$ cat config.mk
export PLATFORM = sky130hd
export DESIGN_NAME = utf8_char_class_statistics_core_flat
export DESIGN_NICKNAME = d
export VERILOG_FILES = /design/src/rtl/ucs_pkg.sv /design/src/rtl/ucs_if.sv /design/src/rtl/utf8_char_class_statistics_core.sv /design/src/flat_wrapper.sv
export SDC_FILE = /design/constraint.sdc
export NUM_CORES = 2
export LEC_CHECK = 0
export BUFFER_PORTS_ARGS = -buffer_cell sky130_fd_sc_hd__buf_4
export CAP_MARGIN = 40
export CORE_MARGIN = 4
export CORE_UTILIZATION = 53
export CTS_CLUSTER_DIAMETER = 60
export DETAILED_ROUTE_END_ITERATION = 10
export PLACE_DENSITY = 0.77
export SLEW_MARGIN = 20
export SYNTH_ARGS = -nofsm -noshare
export SYNTH_HDL_FRONTEND = slang
export SYNTH_SLANG_ARGS = --single-unit
$ cat constraint.sdc
create_clock -name i_clk -period 11.2 [get_ports i_clk]
set_input_delay 2.8 -clock i_clk [delete_from_list [all_inputs] [get_ports i_clk]]
set_output_delay 2.8 -clock i_clk [all_outputs]
set_load 0.03 [all_outputs]
$ cat src/rtl/ucs_pkg.sv
package ucs_pkg;

    // Width of every saturating counter and of the byte offsets.
    localparam int COUNT_WIDTH = 32;

    localparam int CMD_W    = 2;
    localparam int BYTE_W   = 8;
    localparam int INDEX_W  = 5;
    localparam int VALUE_W  = 32;
    localparam int STATUS_W = 2;
    localparam int LENGTH_W = 3;

    // Counter store layout.
    localparam int NUM_CLASSES = 6;
    localparam int NUM_TRANS   = 9;
    localparam int CLS_ADDR_W  = $clog2(NUM_CLASSES);
    localparam int TRN_ADDR_W  = $clog2(NUM_TRANS);

    // Counter index map of the read command.
    localparam logic [INDEX_W-1:0] IDX_TRANS_BASE = INDEX_W'(NUM_CLASSES);
    localparam logic [INDEX_W-1:0] IDX_BYTES      = INDEX_W'(NUM_CLASSES + NUM_TRANS);
    localparam logic [INDEX_W-1:0] IDX_CHARS      = INDEX_W'(NUM_CLASSES + NUM_TRANS + 1);

    // Stream bytes with a class of their own.
    localparam logic [BYTE_W-1:0] BYTE_LF = 8'h0A;
    localparam logic [BYTE_W-1:0] BYTE_CR = 8'h0D;

    // Coarse classes used for the transition matrix.
    localparam logic [1:0] COARSE_LF   = 2'd0;
    localparam logic [1:0] COARSE_CR   = 2'd1;
    localparam logic [1:0] COARSE_CHAR = 2'd2;

    // Class counter addresses.
    localparam logic [CLS_ADDR_W-1:0] CLS_LF     = CLS_ADDR_W'(0);
    localparam logic [CLS_ADDR_W-1:0] CLS_CR     = CLS_ADDR_W'(1);
    localparam logic [CLS_ADDR_W-1:0] CLS_BYTE1  = CLS_ADDR_W'(2);

    typedef logic [COUNT_WIDTH-1:0] t_cnt;

    typedef enum logic [CMD_W-1:0] {
        CMD_PUSH  = 2'd0,
        CMD_READ  = 2'd1,
        CMD_CLEAR = 2'd2,
        CMD_NOP   = 2'd3
    } t_cmd;

    typedef enum logic [STATUS_W-1:0] {
        ERR_NONE = 2'd0,
        ERR_LEAD = 2'd1,
        ERR_CONT = 2'd2
    } t_err;

    // Source of the value returned by a read.
    typedef enum logic [1:0] {
        RD_NONE,
        RD_CLS,
        RD_TRN,
        RD_REG
    } t_rd_src;

    // One word in the memory stage.
    typedef struct packed {
        t_rd_src                 rd_src;
        logic                    cls_inc;
        logic [CLS_ADDR_W-1:0]   cls_addr;
        logic                    trn_inc;
        logic [TRN_ADDR_W-1:0]   trn_addr;
        t_cnt                    reg_val;
        logic [STATUS_W-1:0]     err_status;
        t_cnt                    err_offset;
        logic [LENGTH_W-1:0]     err_len;
    } t_s1;

    function automatic t_cnt sat_inc(input t_cnt v);
        return (&v) ? v : t_cnt'(v + 1'b1);
    endfunction

endpackage

$ cat src/rtl/ucs_if.sv
// Input channel: one command word per handshake.
interface ucs_in_if;
    logic                         valid;
    logic                         ready;
    logic [ucs_pkg::CMD_W-1:0]    command;
    logic [ucs_pkg::BYTE_W-1:0]   data_byte;
    logic [ucs_pkg::INDEX_W-1:0]  counter_index;

    modport source (output valid, command, data_byte, counter_index, input ready);
    modport sink   (input valid, command, data_byte, counter_index, output ready);
endinterface

// Output channel: one result word per handshake.
interface ucs_out_if;
    logic                          valid;
    logic                          ready;
    logic [ucs_pkg::VALUE_W-1:0]   read_value;
    logic [ucs_pkg::STATUS_W-1:0]  error_status;
    logic [ucs_pkg::VALUE_W-1:0]   error_offset;
    logic [ucs_pkg::LENGTH_W-1:0]  error_length;

    modport source (output valid, read_value, error_status, error_offset, error_length,
                    input ready);
    modport sink   (input valid, read_value, error_status, error_offset, error_length,
                    output ready);
endinterface

$ cat src/rtl/utf8_char_class_statistics_core.sv
// UTF-8 validator with a character class histogram. Every input word (push a byte,
// read a counter, clear) returns exactly one result word by way of the memory stage
// and the output register, and a new word is taken every cycle as long as the output
// side drains. The decoder and the totals sit in flip-flops and are updated as a word
// is taken; the six class counters and the nine transition counters live in two small
// memories that are read when the word is taken and incremented and written back
// as the word leaves the memory stage, with the written value forwarded to a word
// that reads the same entry right behind it. A clear takes effect at once through one
// valid bit per counter entry, so no sweep of the memories is needed. Counters
// saturate; a read returns their low 32 bits.
module utf8_char_class_statistics_core (
    input  logic      i_clk,
    input  logic      i_rst_n,
    ucs_in_if.sink    i_in,
    ucs_out_if.source o_out
);
    import ucs_pkg::*;

    // Decoder and total registers.
    logic [1:0]            r_prev;
    logic                  r_have_prev;
    logic [1:0]            r_sfx_rem;
    logic [1:0]            r_sfx_tot;
    t_cnt                  r_lead_off;
    t_cnt                  r_byte_total;
    t_cnt                  r_char_total;
    logic [STATUS_W-1:0]   r_err_status;
    t_cnt                  r_err_off;
    logic [LENGTH_W-1:0]   r_err_len;

    logic [1:0]            n_prev;
    logic                  n_have_prev;
    logic [1:0]            n_sfx_rem;
    logic [1:0]            n_sfx_tot;
    t_cnt                  n_lead_off;
    t_cnt                  n_byte_total;
    t_cnt                  n_char_total;
    logic [STATUS_W-1:0]   n_err_status;
    t_cnt                  n_err_off;
    logic [LENGTH_W-1:0]   n_err_len;

    // Counter memories, their read registers and valid bits.
    t_cnt                  r_cls_mem [NUM_CLASSES];
    t_cnt                  r_trn_mem [NUM_TRANS];
    t_cnt                  r_cls_rd;
    t_cnt                  r_trn_rd;
    logic [NUM_CLASSES-1:0] r_cls_vld;
    logic [NUM_TRANS-1:0]   r_trn_vld;
    logic                  r_cls_byp;
    logic                  r_trn_byp;
    t_cnt                  r_cls_byp_val;
    t_cnt                  r_trn_byp_val;

    // Memory stage and output register.
    logic                  r_s1_valid;
    t_s1                   r_s1;
    t_s1                   n_s1;
    logic                  r_o_valid;
    logic [VALUE_W-1:0]    r_o_value;
    logic [STATUS_W-1:0]   r_o_status;
    logic [VALUE_W-1:0]    r_o_offset;
    logic [LENGTH_W-1:0]   r_o_length;

    logic                  w_advance;
    logic                  w_accept;
    logic                  w_clear;
    t_cmd                  w_cmd;
    logic                  w_fin;
    logic [1:0]            w_fin_coarse;
    logic [CLS_ADDR_W-1:0] w_fin_cls;
    logic [1:0]            w_lead_n;
    logic                  w_lead_bad;
    t_cnt                  w_bt_inc;
    logic                  w_cls_we;
    logic                  w_trn_we;
    t_cnt                  w_cls_cur;
    t_cnt                  w_trn_cur;
    t_cnt                  w_cls_new;
    t_cnt                  w_trn_new;
    logic [VALUE_W-1:0]    w_read_value;

    // Handshake: the memory stage moves whenever the output register is free.
    assign w_advance = !r_o_valid || o_out.ready;
    assign i_in.ready = !r_s1_valid || w_advance;
    assign w_accept  = i_in.valid && i_in.ready;
    assign w_cmd     = t_cmd'(i_in.command);
    assign w_clear   = w_accept && (w_cmd == CMD_CLEAR);
    assign w_bt_inc  = sat_inc(r_byte_total);

    // Lead byte decode: number of continuation bytes, or a bad lead.
    always_comb begin
        w_lead_n   = 2'd0;
        w_lead_bad = 1'b0;
        priority if (!i_in.data_byte[7]) begin
            w_lead_n = 2'd0;
        end else if (i_in.data_byte[7:5] == 3'b110) begin
            w_lead_n = 2'd1;
        end else if (i_in.data_byte[7:4] == 4'b1110) begin
            w_lead_n = 2'd2;
        end else if (i_in.data_byte[7:3] == 5'b11110) begin
            w_lead_n = 2'd3;
        end else begin
            w_lead_bad = 1'b1;
        end
    end

    // Decoder step and request for the memory stage.
    always_comb begin
        n_prev       = r_prev;
        n_have_prev  = r_have_prev;
        n_sfx_rem    = r_sfx_rem;
        n_sfx_tot    = r_sfx_tot;
        n_lead_off   = r_lead_off;
        n_byte_total = r_byte_total;
        n_char_total = r_char_total;
        n_err_status = r_err_status;
        n_err_off    = r_err_off;
        n_err_len    = r_err_len;
        w_fin        = 1'b0;
        w_fin_coarse = COARSE_CHAR;
        w_fin_cls    = CLS_BYTE1;
        n_s1         = '0;
        n_s1.rd_src  = RD_NONE;

        if (w_accept) begin
            unique case (w_cmd)
                CMD_PUSH: begin
                    if (r_err_status == ERR_NONE) begin
                        n_byte_total = w_bt_inc;
                        if (r_sfx_rem != 2'd0) begin
                            // Inside a character: expect a continuation byte.
                            if (i_in.data_byte[7:6] != 2'b10) begin
                                n_err_status = ERR_CONT;
                                n_err_off    = r_lead_off;
                                n_err_len    = 3'd2 + LENGTH_W'(r_sfx_tot - r_sfx_rem);
                                n_sfx_rem    = 2'd0;
                                n_sfx_tot    = 2'd0;
                            end else begin
                                n_sfx_rem = r_sfx_rem - 2'd1;
                                if (r_sfx_rem == 2'd1) begin
                                    w_fin     = 1'b1;
                                    w_fin_cls = CLS_BYTE1 + CLS_ADDR_W'(r_sfx_tot);
                                end
                            end
                        end else if (i_in.data_byte == BYTE_LF) begin
                            w_fin        = 1'b1;
                            w_fin_coarse = COARSE_LF;
                            w_fin_cls    = CLS_LF;
                        end else if (i_in.data_byte == BYTE_CR) begin
                            w_fin        = 1'b1;
                            w_fin_coarse = COARSE_CR;
                            w_fin_cls    = CLS_CR;
                        end else begin
                            n_lead_off = w_bt_inc;
                            if (w_lead_bad) begin
                                n_err_status = ERR_LEAD;
                                n_err_off    = w_bt_inc;
                                n_err_len    = 3'd1;
                            end else if (w_lead_n == 2'd0) begin
                                w_fin = 1'b1;
                            end else begin
                                n_sfx_rem = w_lead_n;
                                n_sfx_tot = w_lead_n;
                            end
                        end
                    end
                end
                CMD_READ: begin
                    priority if (i_in.counter_index < IDX_TRANS_BASE) begin
                        n_s1.rd_src   = RD_CLS;
                        n_s1.cls_addr = CLS_ADDR_W'(i_in.counter_index);
                    end else if (i_in.counter_index < IDX_BYTES) begin
                        n_s1.rd_src   = RD_TRN;
                        n_s1.trn_addr = TRN_ADDR_W'(i_in.counter_index - IDX_TRANS_BASE);
                    end else if (i_in.counter_index == IDX_BYTES) begin
                        n_s1.rd_src  = RD_REG;
                        n_s1.reg_val = r_byte_total;
                    end else if (i_in.counter_index == IDX_CHARS) begin
                        n_s1.rd_src  = RD_REG;
                        n_s1.reg_val = r_char_total;
                    end else begin
                        n_s1.rd_src = RD_NONE;
                    end
                end
                CMD_CLEAR: begin
                    n_prev       = 2'd0;
                    n_have_prev  = 1'b0;
                    n_sfx_rem    = 2'd0;
                    n_sfx_tot    = 2'd0;
                    n_lead_off   = '0;
                    n_byte_total = '0;
                    n_char_total = '0;
                    n_err_status = ERR_NONE;
                    n_err_off    = '0;
                    n_err_len    = '0;
                end
                CMD_NOP: begin
                end
                default: begin
                end
            endcase
        end

        // A completed character bumps its class and, after the first, a transition.
        if (w_fin) begin
            n_s1.cls_inc  = 1'b1;
            n_s1.cls_addr = w_fin_cls;
            n_char_total  = sat_inc(r_char_total);
            if (r_have_prev) begin
                n_s1.trn_inc  = 1'b1;
                n_s1.trn_addr = TRN_ADDR_W'(r_prev) * TRN_ADDR_W'(3)
                              + TRN_ADDR_W'(w_fin_coarse);
            end
            n_prev      = w_fin_coarse;
            n_have_prev = 1'b1;
        end

        n_s1.err_status = n_err_status;
        n_s1.err_offset = n_err_off;
        n_s1.err_len    = n_err_len;
    end

    // Decoder and total registers.
    always_ff @(posedge i_clk) begin
        if (!i_rst_n) begin
            r_prev       <= 2'd0;
            r_have_prev  <= 1'b0;
            r_sfx_rem    <= 2'd0;
            r_sfx_tot    <= 2'd0;
            r_lead_off   <= '0;
            r_byte_total <= '0;
            r_char_total <= '0;
            r_err_status <= ERR_NONE;
            r_err_off    <= '0;
            r_err_len    <= '0;
        end else begin
            r_prev       <= n_prev;
            r_have_prev  <= n_have_prev;
            r_sfx_rem    <= n_sfx_rem;
            r_sfx_tot    <= n_sfx_tot;
            r_lead_off   <= n_lead_off;
            r_byte_total <= n_byte_total;
            r_char_total <= n_char_total;
            r_err_status <= n_err_status;
            r_err_off    <= n_err_off;
            r_err_len    <= n_err_len;
        end
    end

    // Read-modify-write in the memory stage.
    assign w_cls_cur = r_cls_byp ? r_cls_byp_val : r_cls_rd;
    assign w_trn_cur = r_trn_byp ? r_trn_byp_val : r_trn_rd;
    assign w_cls_new = sat_inc(w_cls_cur);
    assign w_trn_new = sat_inc(w_trn_cur);
    assign w_cls_we  = r_s1_valid && w_advance && r_s1.cls_inc;
    assign w_trn_we  = r_s1_valid && w_advance && r_s1.trn_inc;

    // Counter memories: one write and one registered read each.
    always_ff @(posedge i_clk) begin
        if (w_cls_we) begin
            r_cls_mem[r_s1.cls_addr] <= w_cls_new;
        end
        if (w_trn_we) begin
            r_trn_mem[r_s1.trn_addr] <= w_trn_new;
        end
        if (w_accept) begin
            r_cls_rd <= r_cls_mem[n_s1.cls_addr];
            r_trn_rd <= r_trn_mem[n_s1.trn_addr];
        end
    end

    // Bypass: forward a write to the same entry, or read a cleared entry as zero.
    always_ff @(posedge i_clk) begin
        if (w_accept) begin
            if (w_cls_we && (r_s1.cls_addr == n_s1.cls_addr)) begin
                r_cls_byp     <= 1'b1;
                r_cls_byp_val <= w_cls_new;
            end else begin
                r_cls_byp     <= !r_cls_vld[n_s1.cls_addr];
                r_cls_byp_val <= '0;
            end
            if (w_trn_we && (r_s1.trn_addr == n_s1.trn_addr)) begin
                r_trn_byp     <= 1'b1;
                r_trn_byp_val <= w_trn_new;
            end else begin
                r_trn_byp     <= !r_trn_vld[n_s1.trn_addr];
                r_trn_byp_val <= '0;
            end
        end
    end

    // Entry valid bits; a clear wins over a write in the same cycle.
    always_ff @(posedge i_clk) begin
        if (!i_rst_n) begin
            r_cls_vld <= '0;
            r_trn_vld <= '0;
        end else begin
            if (w_cls_we) begin
                r_cls_vld[r_s1.cls_addr] <= 1'b1;
            end
            if (w_trn_we) begin
                r_trn_vld[r_s1.trn_addr] <= 1'b1;
            end
            if (w_clear) begin
                r_cls_vld <= '0;
                r_trn_vld <= '0;
            end
        end
    end

    // Memory stage control: the stage loads whenever it can take a word.
    always_ff @(posedge i_clk) begin
        if (!i_rst_n) begin
            r_s1_valid <= 1'b0;
        end else if (i_in.ready) begin
            r_s1_valid <= w_accept;
        end
    end

    always_ff @(posedge i_clk) begin
        if (w_accept) begin
            r_s1 <= n_s1;
        end
    end

    // Select the read value.
    always_comb begin
        unique case (r_s1.rd_src)
            RD_CLS:  w_read_value = VALUE_W'(w_cls_cur);
            RD_TRN:  w_read_value = VALUE_W'(w_trn_cur);
            RD_REG:  w_read_value = VALUE_W'(r_s1.reg_val);
            RD_NONE: w_read_value = '0;
            default: w_read_value = '0;
        endcase
    end

    // Output register.
    always_ff @(posedge i_clk) begin
        if (!i_rst_n) begin
            r_o_valid <= 1'b0;
        end else if (w_advance) begin
            r_o_valid <= r_s1_valid;
        end
    end

    always_ff @(posedge i_clk) begin
        if (w_advance && r_s1_valid) begin
            r_o_value  <= w_read_value;
            r_o_status <= r_s1.err_status;
            r_o_offset <= VALUE_W'(r_s1.err_offset);
            r_o_length <= r_s1.err_len;
        end
    end

    assign o_out.valid        = r_o_valid;
    assign o_out.read_value   = r_o_value;
    assign o_out.error_status = r_o_status;
    assign o_out.error_offset = r_o_offset;
    assign o_out.error_length = r_o_length;

`ifndef SYNTHESIS
    // A latched error holds until a clear is taken.
    a_err_sticky: assert property (@(posedge i_clk) disable iff (!i_rst_n)
        (r_err_status != ERR_NONE) && !w_clear |=> (r_err_status == $past(r_err_status)))
        else $error("latched error changed without a clear");

    // Error status and length agree.
    a_err_len: assert property (@(posedge i_clk) disable iff (!i_rst_n)
        (r_err_status == ERR_NONE) == (r_err_len == '0))
        else $error("error length does not match error status");

    // The pending count never exceeds the character length.
    a_sfx: assert property (@(posedge i_clk) disable iff (!i_rst_n)
        r_sfx_rem <= r_sfx_tot)
        else $error("continuation count exceeds character length");

    // No word is taken while the memory stage is stalled.
    a_no_overrun: assert property (@(posedge i_clk) disable iff (!i_rst_n)
        w_accept |-> (!r_s1_valid || w_advance))
        else $error("word accepted into a stalled memory stage");

    // Transition updates only follow an earlier character.
    a_trn_prev: assert property (@(posedge i_clk) disable iff (!i_rst_n)
        w_accept && n_s1.trn_inc |-> r_have_prev)
        else $error("transition counted without a previous character");
`endif

endmodule
$ cat src/flat_wrapper.sv
// flat-port wrapper written by rule: the top's interface ports become plain ports
module utf8_char_class_statistics_core_flat import ucs_pkg::*;
  (i_clk, i_rst_n, i_in_valid, i_in_command, i_in_data_byte, i_in_counter_index, i_in_ready, o_out_valid, o_out_read_value, o_out_error_status, o_out_error_offset, o_out_error_length, o_out_ready);
  ucs_in_if i_in_i ();
  ucs_out_if o_out_i ();
  input  logic i_clk;
  input  logic i_rst_n;
  input wire logic [$bits(i_in_i.valid)-1:0] i_in_valid;
  input wire logic [$bits(i_in_i.command)-1:0] i_in_command;
  input wire logic [$bits(i_in_i.data_byte)-1:0] i_in_data_byte;
  input wire logic [$bits(i_in_i.counter_index)-1:0] i_in_counter_index;
  output wire logic [$bits(i_in_i.ready)-1:0] i_in_ready;
  output wire logic [$bits(o_out_i.valid)-1:0] o_out_valid;
  output wire logic [$bits(o_out_i.read_value)-1:0] o_out_read_value;
  output wire logic [$bits(o_out_i.error_status)-1:0] o_out_error_status;
  output wire logic [$bits(o_out_i.error_offset)-1:0] o_out_error_offset;
  output wire logic [$bits(o_out_i.error_length)-1:0] o_out_error_length;
  input wire logic [$bits(o_out_i.ready)-1:0] o_out_ready;
  assign i_in_i.valid = i_in_valid;
  assign i_in_i.command = i_in_command;
  assign i_in_i.data_byte = i_in_data_byte;
  assign i_in_i.counter_index = i_in_counter_index;
  assign i_in_ready = i_in_i.ready;
  assign o_out_valid = o_out_i.valid;
  assign o_out_read_value = o_out_i.read_value;
  assign o_out_error_status = o_out_i.error_status;
  assign o_out_error_offset = o_out_i.error_offset;
  assign o_out_error_length = o_out_i.error_length;
  assign o_out_i.ready = o_out_ready;
  utf8_char_class_statistics_core u_core (.i_clk(i_clk), .i_rst_n(i_rst_n), .i_in(i_in_i), .o_out(o_out_i));
endmodule
==> Word-level counts from Yosys, hierarchy flattened <==
Memory sizes are Yosys's and may differ from the RTL's. A register that Yosys moved wholly into a read port is not among the register bits.
Cells that the tools add are included.
{ "classes": {"addsub": 10, "mul": 1, "magnitude_cmp": 8, "eq_ne": 26, "mux": 119, "bitwise": 5, "reduce_logical": 36} }
{ "ops": {"columns": ["op", "n"], "rows": [
  ["32-bit 2-to-1 mux", 24],
  ["32-bit case mux with 2 select lines", 3],
  ["32-bit by 1-bit adder with 32-bit output, second input constant", 4],
  ["32-bit case mux with 4 select lines", 1],
  ["32-bit AND reduction", 4],
  ["36-bit 2-to-1 mux", 3],
  ["2-bit 2-to-1 mux", 34],
  ["3-bit 2-to-1 mux", 17],
  ["1-bit 2-to-1 mux", 26],
  ["8-bit by 4-bit == test with 1-bit output, second input constant", 2],
  ["2-bit case mux with 2 select lines", 3],
  ["5-bit == test, second input constant", 2],
  ["4-bit by 5-bit less-than comparator with 1-bit output, second input constant", 2],
  ["2-bit != test, second input constant", 5],
  ["1-bit logical AND", 9],
  ["9-bit 2-to-1 mux", 1],
  ["3-bit by 2-bit != test with 1-bit output, second input constant", 3],
  ["9-bit bitwise OR", 1],
  ["2-bit zero test", 4],
  ["3-bit by 4-bit less-than comparator with 1-bit output, second input constant", 2],
  ["8-bit AND reduction", 1],
  ["2-bit nonzero test", 4],
  ["7-bit AND reduction", 1],
  ["2-bit by 1-bit == test with 1-bit output, second input constant", 3],
  ["35 further kinds", 46]
]} }
{ "word_totals": {"regBits": 372, "mem_bits_rw": 480, "inputBits": 19, "wordCells": 239, "memories": 2} }
{ "memory_table": {"columns": ["memory", "depth", "width", "read_ports", "rd_ports_with_merged_regs", "write_ports", "line", "rtl"], "rows": [
  ["u_core.r_trn_mem", 9, 32, 1, 1, 1, "utf8_char_class_statistics_core.sv:44", "t_cnt r_trn_mem [NUM_TRANS];"],
  ["u_core.r_cls_mem", 6, 32, 1, 1, 1, "utf8_char_class_statistics_core.sv:43", "t_cnt r_cls_mem [NUM_CLASSES];"]
]} }

==> Depth between registers and ports, before layout <==
{ "logic_depth": {"word_depth": 18, "depth_mapped": 18} }

==> Worst setup path after synthesis <==
Ideal clock, no wire load.
{ "synth_path": {"kind": "input to register", "from": "input port o_out_ready", "to": "memory u_core.r_cls_mem[0][0] (netlist bit), enable pin", "setup_ns": 0.505, "arrival_ns": 9.897, "required_ns": 10.695, "path_slack_ns": 0.798, "stages": 4, "path_buffers": 0, "cell_sequence": "inv_1 > a21boi_1 > nand2_1 > nor4_1"} }
{ "synth_between": {"elab_chain_cells": 5} }
{ "synth_rtl": {"columns": ["item", "line", "rtl"], "rows": [
  ["from (decl)", "flat_wrapper.sv:18", "input wire logic [$bits(o_out_i.ready)-1:0] o_out_ready;"],
  ["1-bit logical OR", "utf8_char_class_statistics_core.sv:83", "assign w_advance = !r_o_valid || o_out.ready;"],
  ["1-bit logical AND (2 in series)", "utf8_char_class_statistics_core.sv:255", "assign w_cls_we = r_s1_valid && w_advance && r_s1.cls_inc;"],
  ["1-bit 2-to-1 mux", "utf8_char_class_statistics_core.sv:260", "if (w_cls_we) begin"],
  ["1-bit 2-to-1 mux (not written as such)", "utf8_char_class_statistics_core.sv:261", "r_cls_mem[r_s1.cls_addr] <= w_cls_new;"],
  ["to (decl)", "utf8_char_class_statistics_core.sv:43", null]
]} }
No other way between the ends.

==> Final worst setup path <==
{ "layout_path": {"from": "input port i_in_command[0]", "to": "register u_core.r_trn_rd[30], read port of u_core.r_trn_mem (data pin)"} }
{ "layout_between": {"elab_chain_cells": 6, "elab_cells_between_ends": 11} }
{ "layout_rtl": {"columns": ["item", "line", "rtl"], "rows": [
  ["from (decl)", "flat_wrapper.sv:9", "input wire logic [$bits(i_in_i.command)-1:0] i_in_command;"],
  ["2-bit zero test", "utf8_char_class_statistics_core.sv:126", "unique case (w_cmd)"],
  ["2-bit 2-to-1 mux", "utf8_char_class_statistics_core.sv:126", null],
  ["2-bit 2-to-1 mux", "utf8_char_class_statistics_core.sv:125", "if (w_accept) begin"],
  ["4-bit by 2-bit adder with 4-bit output", "utf8_char_class_statistics_core.sv:212", "+ TRN_ADDR_W'(w_fin_coarse);"],
  ["5-bit 2-to-1 mux", "utf8_char_class_statistics_core.sv:209", "if (r_have_prev) begin"],
  ["9-bit 2-to-1 mux (*)", "utf8_char_class_statistics_core.sv:205", "if (w_fin) begin"],
  ["to (decl)", "utf8_char_class_statistics_core.sv:46", "t_cnt r_trn_rd;"]
]} }
Every way passes the cells marked *; elsewhere a longest branch is shown, timed or not.
A chain may end at the register's enable or synchronous reset.

==> results.md <==
## Run status
* result of the run: completed

## STA
* setup tns final: 0 ns
* final cycle utilization of the critical path: 0.606
* Final min period: 6.79 ns
* WHS: 0.416 ns
* total of endpoints with negative setup slack in the final report: 0
* minimum setup slack in the final design: 4.41 ns
* unrepaired setup endpoints after global routing: false
* Pins Over Slew Limit: 0
* Least-Margin Pin Slew: 0.971 ns
* number of failing hold endpoints at the final stage: 0
* Slew headroom: 0.353
* skew final: 0.0407 ns
* Achievable Freq: 147 MHz

## Setup path
* worst setup slack for register-to-register paths: 6.00 ns
* critical path arrival: 7.17 ns
* CP Data Required Time: 11.59 ns
* peak per-stage delay on the critical path: 0.60 ns
* endpoint of the lowest-slack register-to-register path: u_core.r_trn_rd[30]
* WS Path Type: input port to flip-flop
* sort of element at the start of the critical path: input port
* crit-path max FO: 132
* Worst Setup End Kind: flip-flop
* startpoint of the worst-slack reg-to-reg timing path: u_core.r_sfx_rem[0]
* crit-path most repeated cell: buf_4
* chain of cells forming the critical path: buf_4, or3b_1, or3_1, buf_4, nor2_1, ha_1, nand2_1, a21oi_1, a22oi_2, buf_12, inv_2, buf_4, a21oi_1, a211oi_1, a211o_1
* cells on worst reg2reg path: 16
* Slowest cell on crit path: inv_2

## Yosys
* Net Count, Synth: 3219
* compound-gate portion of the synthesized area: 0.122
* number of flops mapped to enable cells by yosys: 759
* average instance area after synthesis: 12.4 µm²
* part of the Yosys area used for sequential elements: 0.655
* multiplexer share of the synthesized area: 0.0428
* Yosys warnings: 0
* Post-Synthesis Cells: 3186
* xor/xnor cell area share of the yosys netlist: 0.0261
* adder and majority gate portion of the synthesized area: 0.00480
* simple-gate share of the synthesized area: 0.125
* post-synthesis async set-or-reset flop share: 0
* distinct cell type count of the synthesized netlist: 87
* main combinational cell family by area after synthesis: simple AND/OR/NAND/NOR gates
* number of flip-flops and latches in the synthesized netlist: 916
* primary flip-flop cell chosen by synthesis mapping: edfxtp_1
* area of the mapped netlist: 0.0396 mm²

## Layout
* P&R area growth vs syn: 12.6%
* final layout net count: 3284
* Final Instance Area: 0.0446 mm²
* multi-input gate area in the final layout: 0.0129 mm²
* Filler cells: 5519
* non-filler cells, final: 4282
* share of the core filled with cells: 0.607
* layout cell share with drive strength beyond 1: 0.108
* Register Area: 0.0259 mm²

## Pwr
* Max rail drop VDD: 0.000135 V
* leakage component of the power: 15.5 nW
* power per unit of standard cell area: 160 mW/mm²
* total design power: 7.11 mW

## Clocking
* clock tree from TritonCTS: yes
* depth of the CTS H-tree: 3
* sinks on the clock net: 916
* Clk Latency, worst-skew pair: 0.65 ns
* post-CTS setup buffers: 0
* number of buffers created by CTS: 93
* clock transition at the register clock pins on the worst setup and hold paths after CTS: 0.06 ns
* worst-case clock buffer depth: 3
* clock root buffer master: clkbuf_16
* CTS hold repair buffers: 0
* number of resized instances in the post-cts repair step: 0

## Placement
* worst slack, placed: 3.94 ns
* number of buffers inserted by port buffering: 89
* HPWL after detailed placement: 62400 µm
* routability-driven placement congestion ratio: 0.916
* placed inst area: 0.0416 mm²
* Placed Cells incl. Taps: 4110

## Floorplan
* Die Outline Area: 0.0792 mm²
* y dimension of the die: 281 µm
* Horiz. Die Dim: 281 µm
* site row count: 99
* Initial Utilization: 0.539
* number of ports placed on the die boundary: 90
* placeable core area: 0.0735 mm²

## Min path
* hold path endpoint: u_core.o_out.error_offset[16]
* min-delay worst type: flip-flop to flip-flop
* worst hold path depth: 0
* beginning of the worst hold path: u_core.r_s1[19]

## GRT
* wire length of the first global-routing pass: 152000 µm
* global-route total usage across every layer: 0.247
* maximum number of pins on one net before global-route repair: 133
* aggregate global routing overflow: 0
* initial antenna violation count: 1
* number of global-route vias before repair: 25.8k

## Route
* drc violations: 0
* total number of vias: 26.8k
* drt initial violations: 3200
* Antenna Nets Post-Route: 0
* wire length reported by the detailed router: 98900 µm
* DRT Pass-1 Iters: 6
* detail-routed via count per cell: 6.27
* wire per inst: 23.1 µm

## Job
* MaxCap Viol Count: 0

[worst max-delay path: cells and delay by family]
kind / cells / cell delay, ns
AO/OA/AOI/OAI: 5 / 0.85
AND/OR/NAND/NOR: 4 / 0.98
adder cells (fa/ha/maj): 1 / 0.25
buffers and inverters: 5 / 1.94
[layout by cell type, fill, tap and decap left out, types with 9 or more instances in the layout]
cell       Yosys  final
clkbuf_1     149     19
mux2i_1      158    158
clkinv_2       0     12
and4_1         9      9
a21o_1        65     65
nand3_1       80     80
o211ai_1      20     20
and2_1        39     39
nand4_1       47     47
a21oi_1      157    157
o21ai_0      114    114
nand2b_1      20     19
nor4_1        15     14
nor2b_1       70     68
dfxtp_1      157    157
nand2_1      344    344
xor2_1        50     50
or3_1         18     18
ha_1          12     12
nor2_1       219    208
a31oi_1       54     53
a211oi_1      83     83
a211o_1       33     33
nor3_1        50     42
nand4b_1      17     17
a22oi_1       46     45
mux2_2        10     10
buf_4          1    152
edfxtp_1     759    759
o22ai_1       26     26
nand3b_1      10     10
clkbuf_16      0     94
a22o_1         9      9
a32o_1        37     37
xnor2_1       68     68
clkinv_1       3     22
inv_1         36     35
and3_1        36     36
[cell usage after synthesis (50+ instances only)]
| cell type | number | area, µm² |
|---|---|---|
| edfxtp_1 | 759 | 22800 |
| nand2_1 | 344 | 1290 |
| nor2_1 | 219 | 822 |
| mux2i_1 | 158 | 1580 |
| a21oi_1 | 157 | 786 |
| dfxtp_1 | 157 | 3140 |
| clkbuf_1 | 149 | 559 |
| o21ai_0 | 114 | 571 |
| a211oi_1 | 83 | 623 |
| nand3_1 | 80 | 400 |
| nor2b_1 | 70 | 438 |
| xnor2_1 | 68 | 596 |
| a21o_1 | 65 | 488 |
| a31oi_1 | 54 | 338 |
| nor3_1 | 50 | 250 |
| xor2_1 | 50 | 438 |
[layer usage]
layer,vias to the layer above,routed length (µm),global-route usage
met5,-,0,0
met4,0,3140,0.0813
met3,186,8620,0.0392
met2,1307,47200,0.403
met1,13190,39900,0.342
li1,12146,-,-
[where the power goes]
group	internal [mW]	leakage, nW	switching (mW)	total (mW)
Sequential	3.75	8.40	0.0358	3.78
Combinational	0.0954	5.71	0.233	0.329
Clock	1.73	1.43	1.27	3.00
Total	5.57	15.5	1.54	7.11
[final cells by class]
type / instances / area share
Clock inverter: 50 / 0.0108
Inverter: 40 / 0.00356
Sequential cell: 916 / 0.582
Multi-Input combinational cell: 2030 / 0.290
Timing Repair Buffer: 170 / 0.0315
Clock buffer: 116 / 0.0553
Antenna cell: 1 / 0.0000561
Tap cell: 959 / 0.0269
[logic make-up after synthesis]
kind of cell | after synthesis
and+or+nand+nor | 1013
adders and majority gates | 14
buffers and inverters | 240
DFF | 916
xor gates and xnor gates | 118
muxes | 168
AOI/OAI and AO/OA | 717
[state kept, by name, summed over array words and instances (netlist names), 2 cells and up]
signal and count:
u_core.o_out.error_status 2, u_core.r_sfx_tot 2, u_core.r_lead_off 32, u_core.r_trn_mem 288, u_core.r_cls_vld 6, u_core.r_cls_byp_val 32, u_core.r_trn_byp_val 32, u_core.r_char_total 32
u_core.r_cls_mem 192, u_core.r_s1 80, u_core.r_cls_rd 32, u_core.r_prev 2, u_core.r_err_off 32, u_core.r_byte_total 32, u_core.r_trn_rd 32, u_core.o_out.error_length 3
u_core.o_out.error_offset 32, u_core.r_err_len 3, u_core.r_err_status 2, u_core.o_out.read_value 32, u_core.r_sfx_rem 2, u_core.r_trn_vld 9
[worst max path at each step]
stage / slack, ns / to / startpoint
after global placement: 3.50 / u_core.r_trn_rd[1] / i_in_command[0]
after detailed placement: 3.94 / u_core.r_trn_byp / i_in_command[0]
after floorplan: 0.80 / u_core.r_cls_mem[0][0] / o_out_ready
after CTS: 4.58 / u_core.r_trn_byp / i_in_command[0]
final: 4.41 / u_core.r_trn_rd[30] / i_in_command[0]
after global routing: 4.37 / u_core.r_trn_byp / i_in_command[0]
No activity file was read; power rests on OpenSTA's default activity.
